--- config.mk ---
export PLATFORM = sky130hd
export DESIGN_NAME = playfair_stream_encryptor_core
export DESIGN_NICKNAME = d
export VERILOG_FILES = /design/src/pfe_pkg.sv /design/src/pfe_front.sv /design/src/pfe_queue.sv /design/src/pfe_back.sv /design/src/playfair_stream_encryptor_core.sv
export SDC_FILE = /design/constraint.sdc
export NUM_CORES = 1
export LEC_CHECK = 0
export BUFFER_PORTS_ARGS = -buffer_cell sky130_fd_sc_hd__buf_2
export CORE_ASPECT_RATIO = 0.9
export CORE_MARGIN = 4
export CORE_UTILIZATION = 45
export CTS_CLUSTER_SIZE = 30
export DETAILED_ROUTE_END_ITERATION = 6
export GPL_TIMING_DRIVEN = 0
export SYNTH_ARGS = -nofsm -noshare
export SYNTH_HDL_FRONTEND = slang
export SYNTH_SLANG_ARGS = --single-unit
--- constraint.sdc ---
create_clock -name clk_i -period 14.1 [get_ports clk_i]
set_input_delay 2.82 -clock clk_i [delete_from_list [all_inputs] [get_ports clk_i]]
set_output_delay 2.82 -clock clk_i [all_outputs]
set_load 0.01 [all_outputs]
--- src/pfe_pkg.sv ---
// ----------------------------------------------------------------------------
// pfe_pkg
// Types, constants and key-square tables of the Playfair stream encryptor.
// ----------------------------------------------------------------------------
package pfe_pkg;

  localparam int unsigned SquareSide = 5;

  // Letter indexes, A = 0
  localparam logic [4:0] LetterI = 5'd8;
  localparam logic [4:0] LetterJ = 5'd9;
  localparam logic [4:0] LetterX = 5'd23;

  typedef struct packed {
    logic [2:0] row;
    logic [2:0] col;
  } cell_t;

  typedef struct packed {
    cell_t a;
    cell_t b;
    logic  last;
  } pair_t;

  // Up to two pairs pushed by the front in one cycle, in order
  typedef struct packed {
    logic [1:0] cnt;
    pair_t      p0;
    pair_t      p1;
  } push_t;

  // Key square, row-major, ASCII codes
  localparam logic [6:0] KeySquare [SquareSide*SquareSide] = '{
    7'd77, 7'd70, 7'd72, 7'd73, 7'd75,
    7'd85, 7'd78, 7'd79, 7'd80, 7'd81,
    7'd90, 7'd86, 7'd87, 7'd88, 7'd89,
    7'd69, 7'd76, 7'd65, 7'd82, 7'd71,
    7'd68, 7'd83, 7'd84, 7'd66, 7'd67
  };

  // Position of a letter in the key square (J shares the cell of I)
  function automatic cell_t cell_of(input logic [4:0] idx);
    cell_t c;
    case (idx)
      5'd0:    c = '{row: 3'd3, col: 3'd2};
      5'd1:    c = '{row: 3'd4, col: 3'd3};
      5'd2:    c = '{row: 3'd4, col: 3'd4};
      5'd3:    c = '{row: 3'd4, col: 3'd0};
      5'd4:    c = '{row: 3'd3, col: 3'd0};
      5'd5:    c = '{row: 3'd0, col: 3'd1};
      5'd6:    c = '{row: 3'd3, col: 3'd4};
      5'd7:    c = '{row: 3'd0, col: 3'd2};
      5'd8:    c = '{row: 3'd0, col: 3'd3};
      5'd9:    c = '{row: 3'd0, col: 3'd3};
      5'd10:   c = '{row: 3'd0, col: 3'd4};
      5'd11:   c = '{row: 3'd3, col: 3'd1};
      5'd12:   c = '{row: 3'd0, col: 3'd0};
      5'd13:   c = '{row: 3'd1, col: 3'd1};
      5'd14:   c = '{row: 3'd1, col: 3'd2};
      5'd15:   c = '{row: 3'd1, col: 3'd3};
      5'd16:   c = '{row: 3'd1, col: 3'd4};
      5'd17:   c = '{row: 3'd3, col: 3'd3};
      5'd18:   c = '{row: 3'd4, col: 3'd1};
      5'd19:   c = '{row: 3'd4, col: 3'd2};
      5'd20:   c = '{row: 3'd1, col: 3'd0};
      5'd21:   c = '{row: 3'd2, col: 3'd1};
      5'd22:   c = '{row: 3'd2, col: 3'd2};
      5'd23:   c = '{row: 3'd2, col: 3'd3};
      5'd24:   c = '{row: 3'd2, col: 3'd4};
      5'd25:   c = '{row: 3'd2, col: 3'd0};
      default: c = '{row: 3'd0, col: 3'd0};
    endcase
    return c;
  endfunction

  // ASCII letter at a square position
  function automatic logic [6:0] letter_at(input cell_t c);
    logic [4:0] k;
    k = 5'({c.row, 2'b00}) + 5'(c.row) + 5'(c.col);
    return KeySquare[k];
  endfunction

  // Step one place along a row or column, wrapping at the edge
  function automatic logic [2:0] step_wrap(input logic [2:0] v);
    return (v == 3'(SquareSide - 1)) ? 3'd0 : 3'(v + 3'd1);
  endfunction

endpackage

--- src/pfe_front.sv ---
// ----------------------------------------------------------------------------
// pfe_front
// Accepts text bytes, folds letters, tracks the pending letter and forms
// plaintext pairs as square positions.
// ----------------------------------------------------------------------------
module pfe_front (
  input  logic           clk_i,
  input  logic           rst_ni,
  input  logic           accept_i,
  input  logic [7:0]     char_code_i,
  input  logic           end_of_text_i,
  output pfe_pkg::push_t push_o
);
  import pfe_pkg::*;

  localparam logic [7:0] AsciiUpperA = 8'd65;
  localparam logic [7:0] AsciiUpperZ = 8'd90;
  localparam logic [7:0] AsciiLowerA = 8'd97;
  localparam logic [7:0] AsciiLowerZ = 8'd122;

  logic [4:0] pend_q, pend_d;
  logic       pend_vld_q, pend_vld_d;

  logic       is_letter;
  logic [4:0] idx_raw, idx;
  logic       pair_a_vld, pair_b_vld;
  pair_t      pair_a, pair_b;

  always_comb begin
    is_letter = 1'b0;
    idx_raw   = '0;
    if (char_code_i inside {[AsciiLowerA:AsciiLowerZ]}) begin
      is_letter = 1'b1;
      idx_raw   = 5'(char_code_i - AsciiLowerA);
    end else if (char_code_i inside {[AsciiUpperA:AsciiUpperZ]}) begin
      is_letter = 1'b1;
      idx_raw   = 5'(char_code_i - AsciiUpperA);
    end
    idx = (idx_raw == LetterJ) ? LetterI : idx_raw;
  end

  always_comb begin
    pend_d     = pend_q;
    pend_vld_d = pend_vld_q;
    pair_a_vld = 1'b0;
    pair_b_vld = 1'b0;
    pair_a     = '{a: cell_of(pend_q), b: cell_of(idx), last: 1'b0};
    pair_b     = '{a: cell_of(pend_q), b: cell_of(LetterX), last: 1'b1};

    if (accept_i && is_letter) begin
      if (!pend_vld_q) begin
        pend_d     = idx;
        pend_vld_d = 1'b1;
      end else if (pend_q == idx) begin
        // repeat: pad with X, letter stays pending
        pair_a_vld = 1'b1;
        pair_a.b   = cell_of(LetterX);
      end else begin
        pair_a_vld = 1'b1;
        pend_vld_d = 1'b0;
        pend_d     = '0;
      end
    end

    if (accept_i && end_of_text_i && pend_vld_d) begin
      pair_b_vld = 1'b1;
      pair_b.a   = cell_of(pend_d);
      pend_vld_d = 1'b0;
      pend_d     = '0;
    end

    pair_a.last = !pair_b_vld;

    push_o = '{cnt: 2'd0, p0: pair_a, p1: pair_b};
    if (pair_a_vld && pair_b_vld) begin
      push_o.cnt = 2'd2;
    end else if (pair_a_vld) begin
      push_o.cnt = 2'd1;
    end else if (pair_b_vld) begin
      push_o.cnt = 2'd1;
      push_o.p0  = pair_b;
    end
  end

  always_ff @(posedge clk_i or negedge rst_ni) begin
    if (!rst_ni) begin
      pend_q     <= '0;
      pend_vld_q <= 1'b0;
    end else begin
      pend_q     <= pend_d;
      pend_vld_q <= pend_vld_d;
    end
  end

endmodule

--- src/pfe_queue.sv ---
// ----------------------------------------------------------------------------
// pfe_queue
// Pair queue between front and back: two writes and one read per cycle.
// ----------------------------------------------------------------------------
module pfe_queue #(
  parameter int unsigned Depth = 4  // power of two, at least 4
) (
  input  logic           clk_i,
  input  logic           rst_ni,
  input  pfe_pkg::push_t push_i,
  output logic           space_o,
  input  logic           pop_i,
  output logic           head_vld_o,
  output pfe_pkg::pair_t head_o
);
  import pfe_pkg::*;

  localparam int unsigned PtrW = $clog2(Depth);
  localparam int unsigned CntW = $clog2(Depth + 1);

  pair_t            mem_q [Depth];
  logic [PtrW-1:0]  wr_ptr_q, wr_ptr_d;
  logic [PtrW-1:0]  rd_ptr_q, rd_ptr_d;
  logic [CntW-1:0]  count_q, count_d;
  logic [PtrW-1:0]  wr_ptr_nxt;

  assign wr_ptr_nxt = PtrW'(wr_ptr_q + 1'b1);
  assign space_o    = (count_q <= CntW'(Depth - 2));
  assign head_vld_o = (count_q != '0);
  assign head_o     = mem_q[rd_ptr_q];

  always_comb begin
    wr_ptr_d = PtrW'(wr_ptr_q + PtrW'(push_i.cnt));
    rd_ptr_d = pop_i ? PtrW'(rd_ptr_q + 1'b1) : rd_ptr_q;
    count_d  = CntW'(count_q + CntW'(push_i.cnt) - CntW'(pop_i));
  end

  always_ff @(posedge clk_i) begin
    if (push_i.cnt != 2'd0) begin
      mem_q[wr_ptr_q] <= push_i.p0;
    end
    if (push_i.cnt == 2'd2) begin
      mem_q[wr_ptr_nxt] <= push_i.p1;
    end
  end

  always_ff @(posedge clk_i or negedge rst_ni) begin
    if (!rst_ni) begin
      wr_ptr_q <= '0;
      rd_ptr_q <= '0;
      count_q  <= '0;
    end else begin
      wr_ptr_q <= wr_ptr_d;
      rd_ptr_q <= rd_ptr_d;
      count_q  <= count_d;
    end
  end

endmodule

--- src/pfe_back.sv ---
// ----------------------------------------------------------------------------
// pfe_back
// Applies the Playfair pair rules to the queue head and holds the result
// in the output register.
// ----------------------------------------------------------------------------
module pfe_back (
  input  logic           clk_i,
  input  logic           rst_ni,
  input  logic           head_vld_i,
  input  pfe_pkg::pair_t head_i,
  output logic           pop_o,
  output logic           out_valid_o,
  input  logic           out_stall_i,
  output logic [6:0]     first_letter_o,
  output logic [6:0]     second_letter_o,
  output logic           last_of_run_o
);
  import pfe_pkg::*;

  logic       out_vld_q;
  logic [6:0] first_q, second_q;
  logic       last_q;
  cell_t      enc_a, enc_b;

  always_comb begin
    if (head_i.a.row == head_i.b.row) begin
      enc_a = '{row: head_i.a.row, col: step_wrap(head_i.a.col)};
      enc_b = '{row: head_i.b.row, col: step_wrap(head_i.b.col)};
    end else if (head_i.a.col == head_i.b.col) begin
      enc_a = '{row: step_wrap(head_i.a.row), col: head_i.a.col};
      enc_b = '{row: step_wrap(head_i.b.row), col: head_i.b.col};
    end else begin
      // rectangle: keep rows, swap columns
      enc_a = '{row: head_i.a.row, col: head_i.b.col};
      enc_b = '{row: head_i.b.row, col: head_i.a.col};
    end
  end

  assign pop_o = head_vld_i && (!out_vld_q || !out_stall_i);

  always_ff @(posedge clk_i or negedge rst_ni) begin
    if (!rst_ni) begin
      out_vld_q <= 1'b0;
    end else if (!out_vld_q || !out_stall_i) begin
      out_vld_q <= head_vld_i;
    end
  end

  always_ff @(posedge clk_i) begin
    if (pop_o) begin
      first_q  <= letter_at(enc_a);
      second_q <= letter_at(enc_b);
      last_q   <= head_i.last;
    end
  end

  assign out_valid_o     = out_vld_q;
  assign first_letter_o  = first_q;
  assign second_letter_o = second_q;
  assign last_of_run_o   = last_q;

endmodule

--- src/playfair_stream_encryptor_core.sv ---
// ----------------------------------------------------------------------------
// playfair_stream_encryptor_core
// Playfair encryptor over a byte stream with a fixed 5x5 key square.
// ----------------------------------------------------------------------------
//  channel | direction | handshake              | payload
//  --------+-----------+------------------------+-------------------------------
//  in      | input     | in_valid_i / in_stall_o | char_code_i, end_of_text_i
//  out     | output    | out_valid_o/out_stall_i | first_letter_o, second_letter_o,
//          |           |                        | last_of_run_o
//
// One text byte is taken per cycle unless in_stall_o is high; each pair
// passes the pair queue and the output register. The back end delivers one pair
// per cycle unless out_stall_i is high; the queue absorbs an item's second pair.
// in_stall_o rises when the queue has fewer than two free entries.
// Reset clears the pending letter and empties the queue and output register.
// ----------------------------------------------------------------------------
module playfair_stream_encryptor_core #(
  parameter int unsigned QueueDepth = 4  // power of two, at least 4
) (
  input  logic       clk_i,
  input  logic       rst_ni,
  input  logic       in_valid_i,
  output logic       in_stall_o,
  input  logic [7:0] char_code_i,
  input  logic       end_of_text_i,
  output logic       out_valid_o,
  input  logic       out_stall_i,
  output logic [6:0] first_letter_o,
  output logic [6:0] second_letter_o,
  output logic       last_of_run_o
);
  import pfe_pkg::*;

  push_t push;
  pair_t head;
  logic  head_vld;
  logic  space;
  logic  pop;
  logic  accept;

  assign in_stall_o = !space;
  assign accept     = in_valid_i && space;

  pfe_front u_front (
    .clk_i         (clk_i),
    .rst_ni        (rst_ni),
    .accept_i      (accept),
    .char_code_i   (char_code_i),
    .end_of_text_i (end_of_text_i),
    .push_o        (push)
  );

  pfe_queue #(
    .Depth (QueueDepth)
  ) u_queue (
    .clk_i      (clk_i),
    .rst_ni     (rst_ni),
    .push_i     (push),
    .space_o    (space),
    .pop_i      (pop),
    .head_vld_o (head_vld),
    .head_o     (head)
  );

  pfe_back u_back (
    .clk_i           (clk_i),
    .rst_ni          (rst_ni),
    .head_vld_i      (head_vld),
    .head_i          (head),
    .pop_o           (pop),
    .out_valid_o     (out_valid_o),
    .out_stall_i     (out_stall_i),
    .first_letter_o  (first_letter_o),
    .second_letter_o (second_letter_o),
    .last_of_run_o   (last_of_run_o)
  );

endmodule

==> impl_metrics.csv, run 1 <==
group,metric,value,unit
status,outcome,"finished, final reports clean",
global_routing,grt_use_met2,35.12,%
sta,rsz0062_at_grt,"no",
critical_path,cp_max_fo,11,
detailed_routing,drtPass1Iterations,5,
clock_tree,cts.sinks,77,
global_routing,overflow,0,
final_layout,n_antenna_cell,0,
synth,post-synth-top-count-cell,"nand2_1",
die,core_area,13950,sq um
sta,fin_crit_sh,61.34,%
critical_path,arrival,8630,ps
detailed_routing,first_iter_violations,349,
critical_path,critPathRequiredTime,14080,ps
detailed_routing,drt-total-wl,15940,um
die,design.die.area,16190,sq um
detailed_routing,wire_per_inst,17.10,um
critical_path,regToRegEndpoint,"u_queue.mem_q[2][8]$_DFFE_PP_",
clock_tree,clk_pin_slew,60,ps
critical_path,ff2ff_setup_slack,8820,ps
job,max_cap_viol_count,0,
critical_path,startpoint_type,"input pin",
critical_path,cp-end-kind,"register",
detailed_routing,vias_per_cell,5.739,
clock_tree,clock_latency,340,ps
detailed_routing,vias,5349,
synth,syn_area,6399,sq um
synth,ys_top_cells_by_area,"edfxtp_1 (16%), ha_1 (12%), dfxtp_1 (8.8%), mux4_2 (6.0%), dfrtp_1 (5.5%)",
global_routing,antenna_found_initial,0,
clock_tree,h-tree-depth,3,
global_routing,grt_pass1_vias,5257,
clock_tree,cts_hold_buf,0,
placed_design,hpwlAfterDp,12340,um
sta,fmax,115.6,MHz
clock_tree,cts_setup_buffers,0,
clock_tree,cts_tree,"built",
worst_hold_path,holdPathEnd,"u_queue.mem_q[2][4]$_SDFFE_PP0P_",
synth,syn_avg_cell_area,9.167,sq um
clock_tree,clock_tree.root_cell,"clkbuf_16",
critical_path,rr_startpoint,"u_front.pend_q[2]$_DFF_PN0_",
detailed_routing,final_antenna_net_count,0,
synth,synth_edf_count,35,
critical_path,reg2reg_depth,14,
final_layout,drive_gt1_share,12.72,%
synth,synth-async-reset-ratio,18.18,%
placed_design,routabilityCongestion,0.8766,
final_layout,syn_to_final_growth,9.992,%
clock_tree,clock_path_buffers,2,
global_routing,grt_max_degree,15,
sta,tightest_slew,1344,ps
worst_hold_path,hold_depth,2,
synth,ys_seq_area_share,30.66,%
synth,synth_top_area_cell,"edfxtp_1",
synth,synth_cells,698,
sta,fin_skew,7.480,ps
detailed_routing,route.detailed.drc,0,
final_layout,fill_cells,1340,
sta,min_period,8649,ps
synth,synth_warnings,0,
synth,netlist.area_leader.share,16.43,%
synth,synth_ff_type,"edfxtp_1",
global_routing,busiest_layer,"met2",
sta,slew_headroom,10.21,%
critical_path,path_class,"input pin to register",
sta,hold_viol_final,0,
sta,slew_violations,0,
die,die_width,133.7,um
clock_tree,numCtsBuffers,9,
critical_path,setup.worst_path.start,"char_code_i[0]",
clock_tree,post_cts_resized,0,
die,row_count,41,
synth,synth.distinct_cells,78,
die,die_y,121.1,um
die,io_pins,30,
synth,ys_seq_elements,77,
sta,setup_viol,0,
final_layout,layout.nets,815,
worst_hold_path,min-delay-start,"u_queue.mem_q[2][4]$_SDFFE_PP0P_",
global_routing,grtUsageMet1,25.83,%
global_routing,grt_use_total,20.21,%
global_routing,grt_pass1_wl,26260,um
global_routing,use_met3,3.068,%
synth,synth_commonest_cells,"nand2_1 (74), ha_1 (62), nor2_1 (53)",
sta,fin_setup_tns,0,ps
die,start_util,45.86,%
placed_design,io_buffers,24,
worst_hold_path,worst_hold_path_type,"register to register",
==> worst max-delay path by stage <==
stage / endpoint / slack, ps
floorplan: u_queue.mem_q[1][10]$_DFFE_PP_ / 6850
CTS: u_queue.mem_q[2][8]$_DFFE_PP_ / 5480
global placement: u_queue.mem_q[2][7]$_DFFE_PP_ / 5160
finish: u_queue.mem_q[2][8]$_DFFE_PP_ / 5450
detailed placement: u_queue.mem_q[2][7]$_DFFE_PP_ / 5120
global route: u_queue.mem_q[2][8]$_DFFE_PP_ / 4960
==> cells in the final DEF (no fill, tap or decap), types with 4 or more instances in the layout <==
cell type	netlist	final
o22ai_1	20	20
xor2_1	11	11
mux2i_1	21	21
dfrtp_1	14	14
mux4_2	17	17
o221ai_1	6	6
a21oi_1	47	46
o21ai_0	44	44
nand2_1	74	74
nand3_1	14	14
inv_1	42	42
o21ai_1	9	9
a22oi_1	11	11
a32o_1	5	5
and2_1	5	5
o211ai_1	7	7
nor2_1	53	53
fa_1	5	5
o22a_1	5	5
xnor2_1	8	8
a211oi_1	5	5
nor3_1	11	11
buf_2	9	33
ha_1	62	62
clkbuf_16	0	9
or3_1	6	6
nor2b_1	6	6
dfxtp_1	28	28
clkbuf_1	25	26
buf_4	5	5
a22o_1	8	8
nand3b_1	4	4
conb_1	2	4
edfxtp_1	35	35
==> metal layers <==
| metal | wire, um | vias to the layer above |
|---|---|---|
| met3 | 721 | 24 |
| li1 | - | 2625 |
| met1 | 7139 | 2568 |
| met5 | 0 | - |
| met4 | 380 | 0 |
| met2 | 7694 | 132 |
==> worst max-delay path, cell delays in order <==
cell and delay (ps):
buf_2 140, clkbuf_1 420, inv_1 220, ha_1 370, xor2_2 460, o221ai_1 230, a2111oi_2 460, nand2_1 190
a211oi_4 440, nor2_2 100, nor3_4 320, buf_2 340, ha_1 190, clkbuf_1 340, inv_1 180, nor3b_1 710
nor2_1 240, inv_1 450
==> logic make-up (layout without fill, tap and decap cells) <==
family	Yosys count	in the layout	synth area share, %
simple gates	199	199	14.63
flops	77	77	30.66
compound gates	198	198	20.94
buf+inv	87	126	5.690
other cells	2	4	0.1174
fa+ha+maj	67	67	13.69
mux	45	45	10.56
xor+xnor	23	23	3.715
==> cell type report <==
cell class / count / area [sq um] / share of cell area (%)
Tap cell: 193 / 241.5 / 3.431
Inverter: 45 / 168.9 / 2.400
Clock inverter: 4 / 23.77 / 0.3378
Sequential cell: 77 / 1962 / 27.88
Buffer: 42 / 195.2 / 2.773
Timing Repair Buffer: 24 / 120.1 / 1.707
Multi-Input combinational cell: 536 / 4084 / 58.03
Clock buffer: 11 / 242.7 / 3.449
==> stage by stage <==
step | area, sq um | worst slack (ps) | util, % | hold slack (ps) | cells
after global placement | 6768 | 5163 | 48.50 | 430.8 | 917
after detailed placement | 6771 | 5122 | 48.53 | 442.1 | 917
after floorplan | 6406 | 6852 | - | 419.8 | 700
final | 7038 | 5451 | 50.44 | 453.8 | 932
after global routing | 7038 | 4960 | 50.44 | 482.7 | 932
after CTS | 7038 | 5476 | 50.44 | 456.6 | 932
==> registers in the layout (all words and copies together) (netlist names) <==
signal	count
u_queue.mem_q	52
u_back.first_letter_o	5
u_back.second_letter_o	5
u_front.pend_q	5
u_queue.count_q	3
u_queue.rd_ptr_q	2
u_queue.wr_ptr_q	2
u_back.last_of_run_o	1
u_back.out_valid_o	1
u_front.pend_vld_q	1
Power of run 1 is left out: the tool's default activity adds up to more than one toggle a clock period on the data nets, which glitch-free logic cannot reach.
==> run 2, diff against run 1 <==
- ABC_AREA: not set -> 1
- clock period: 14.1 -> 8.2 ns (I/O delays scaled with it)
==> run 2 against run 1 <==
  * Synthesized area is 1.0% lower
  * Clock-buffer cell count unchanged
  * Critical path type unchanged
  * Global-route usage is 1.5 points higher
  * First-iteration DRC count is 20% higher
  * Critical endpoint is now u_queue.mem_q[0][10]$_DFFE_PP_
==> impl_metrics.csv, run 2 <==
group,metric,value,unit
synth,synth_commonest_cells,"nand2_1 (240), inv_1 (101), nand3_1 (86)",
placed_design,hpwlAfterDp,12640,um
die,design.die.area,16040,sq um
global_routing,overflow,0,
job,max_cap_viol_count,0,
placed_design,place_inst,1091,
clock_tree,clock_tree.root_cell,"clkbuf_16",
sta,whs,465.0,ps
critical_path,arrival,5900,ps
final_layout,fin_cells,1107,
synth,synth.distinct_cells,47,
final_layout,largest_register_ffs,52,
die,die_width,133.0,um
die,row_count,40,
global_routing,antenna_found_initial,0,
sta,fin_crit_sh,72.34,%
status,outcome,"finished, final reports clean",
placed_design,io_buffers,25,
critical_path,path_cells,"buf_2 -> inv_1 -> ha_1 -> xor2_1 -> inv_2 -> nor2_4 -> nand2_1 -> nand2_1 -> nand3_2 -> nor2_4 -> nand2_2 -> inv_2 -> o21ai_2 -> nor2_4 -> buf_4 -> ha_1 -> inv_1 -> nor3_1 -> inv_1 -> nand2_1",
final_layout,final_common_cell,"nand2_1",
synth,syn_area,6332,sq um
synth,netlist.area_leader.share,16.60,%
detailed_routing,drtPass1Iterations,7,
final_layout,n_antenna_cell,0,
clock_tree,cts_setup_buffers,0,
critical_path,critPathRequiredTime,8170,ps
final_layout,mostFrequentLayoutCells,"nand2_1 (240), inv_1 (101), nand3_1 (86)",
detailed_routing,final_antenna_net_count,0,
synth,synth_top_area_cell,"edfxtp_1",
critical_path,critPathTopFamily,"simple AND/OR/NAND/NOR gates",
sta,min_period,5932,ps
synth,ys_top_cells_by_area,"edfxtp_1 (17%), nand2_1 (14%), ha_1 (12%), dfxtp_1 (8.9%), nand3_1 (6.8%)",
critical_path,crit_path_top_delay_cell,"nor3_1",
sta,fin_ws,2268,ps
sta,rsz0062_at_grt,"no",
clock_tree,clk_pin_slew,60,ps
final_layout,drive_gt1_share,12.64,%
sta,setup_viol,0,
clock_tree,numCtsBuffers,9,
clock_tree,cts.sinks,77,
die,io_pins,30,
detailed_routing,wire_per_inst,15.29,um
global_routing,grt_use_total,21.68,%
sta,fin_setup_tns,0,ps
detailed_routing,drt-total-wl,16930,um
die,core_area,13560,sq um
synth,synth-async-reset-ratio,18.18,%
detailed_routing,route.detailed.drc,0,
worst_hold_path,worst_hold_path_type,"register to register",
synth,syn_avg_cell_area,7.237,sq um
detailed_routing,vias,5982,
clock_tree,cts_hold_buf,0,
global_routing,grt_pass1_vias,5628,
sta,fmax,168.6,MHz
clock_tree,h-tree-depth,3,
critical_path,cp_max_fo,13,
critical_path,cp-end-kind,"register",
detailed_routing,vias_per_cell,5.404,
clock_tree,post_cts_resized,0,
clock_tree,cts_tree,"built",
sta,hold_viol_final,0,
synth,post-synth-top-count-cell,"nand2_1",
final_layout,top_register,"u_queue.mem_q",
synth,ys_seq_elements,77,
die,die_y,120.5,um
critical_path,path_buf_inv,7,
final_layout,syn_to_final_growth,10.49,%
synth,synth_cells,875,
sta,tightest_slew,1054,ps
clock_tree,clock_path_buffers,2,
clock_tree,clock_latency,350,ps
global_routing,grt_max_degree,15,
sta,slew_violations,0,
synth,synth_edf_count,35,
synth,synth_warnings,0,
critical_path,startpoint_type,"input pin",
critical_path,slowest_delay,870,ps
synth,synth_ff_type,"edfxtp_1",
global_routing,grt_pass1_wl,27790,um
die,start_util,46.69,%
placed_design,dp_slack,1996,ps
detailed_routing,first_iter_violations,419,
final_layout,layout.nets,993,
sta,slew_headroom,29.21,%
sta,fin_skew,8.415,ps
placed_design,routabilityCongestion,0.9087,
critical_path,path_class,"input pin to register",
synth,ys_seq_area_share,30.98,%
[run 2: per-stage QoR]
step / util [%] / instance area (sq um)
after floorplan: - / 6340
final: 51.59 / 6997
after global placement: 49.41 / 6701
after global routing: 51.59 / 6997
after detailed placement: 49.41 / 6701
after CTS: 51.59 / 6997
[run 2: per-layer routing]
layer  wire, um  global-route usage [%]
met5          0                       0
met3       1112                   3.993
met1       7549                   28.19
met2       7900                   36.17
met4        366                   7.792
[run 2: final cells by class]
class	instances	area, sq um
fillers	1276	6566
well taps	189	236.5
flip-flops and latches	77	1962
multi-input cells	664	3817
inverters	116	435.4
plain buffers	20	125.1
clock inverters	5	31.28
repair buffers	25	125.1
clock buffers	11	264.0
[run 2: kinds of logic after synthesis]
| logic type | synth area share, % |
|---|---|
| AND/OR/NAND/NOR | 29.97 |
| AO/OA/AOI/OAI | 14.17 |
| buffers and inverters | 8.852 |
| flip-flops | 30.98 |
| adder cells (fa/ha/maj) | 13.83 |
| XOR/XNOR | 2.075 |
| other | 0.1186 |
[run 2: final timing paths]
path	from	endpoint	slack (ps)	depth (start not counted)
worst min-delay path	u_queue.mem_q[3][4]$_SDFFE_PP0P_	u_queue.mem_q[3][4]$_SDFFE_PP0P_	470	2
worst min register to register	u_queue.mem_q[3][4]$_SDFFE_PP0P_	u_queue.mem_q[3][4]$_SDFFE_PP0P_	470	2
worst max register to register	u_queue.rd_ptr_q[1]$_DFFE_PN0P_	u_back.second_letter_o[0]$_DFFE_PP_	3640	19
worst max-delay path	char_code_i[0]	u_queue.mem_q[0][10]$_DFFE_PP_	2270	20
max in group asynchronous	rst_ni	u_queue.wr_ptr_q[1]$_DFF_PN0_	6720	1
min in group asynchronous	rst_ni	u_front.pend_q[1]$_DFF_PN0_	1200	1
[run 2: worst reg2reg max path: cells and delay by family, from the launching register on]
kind            cells  cell delay [ps]
compound gates      6             1080
xor+xnor            1              180
fa+ha+maj           2             1200
buf+inv             5              850
flops               1              470
simple gates        5              520
Power of run 2 is left out for the same reason.
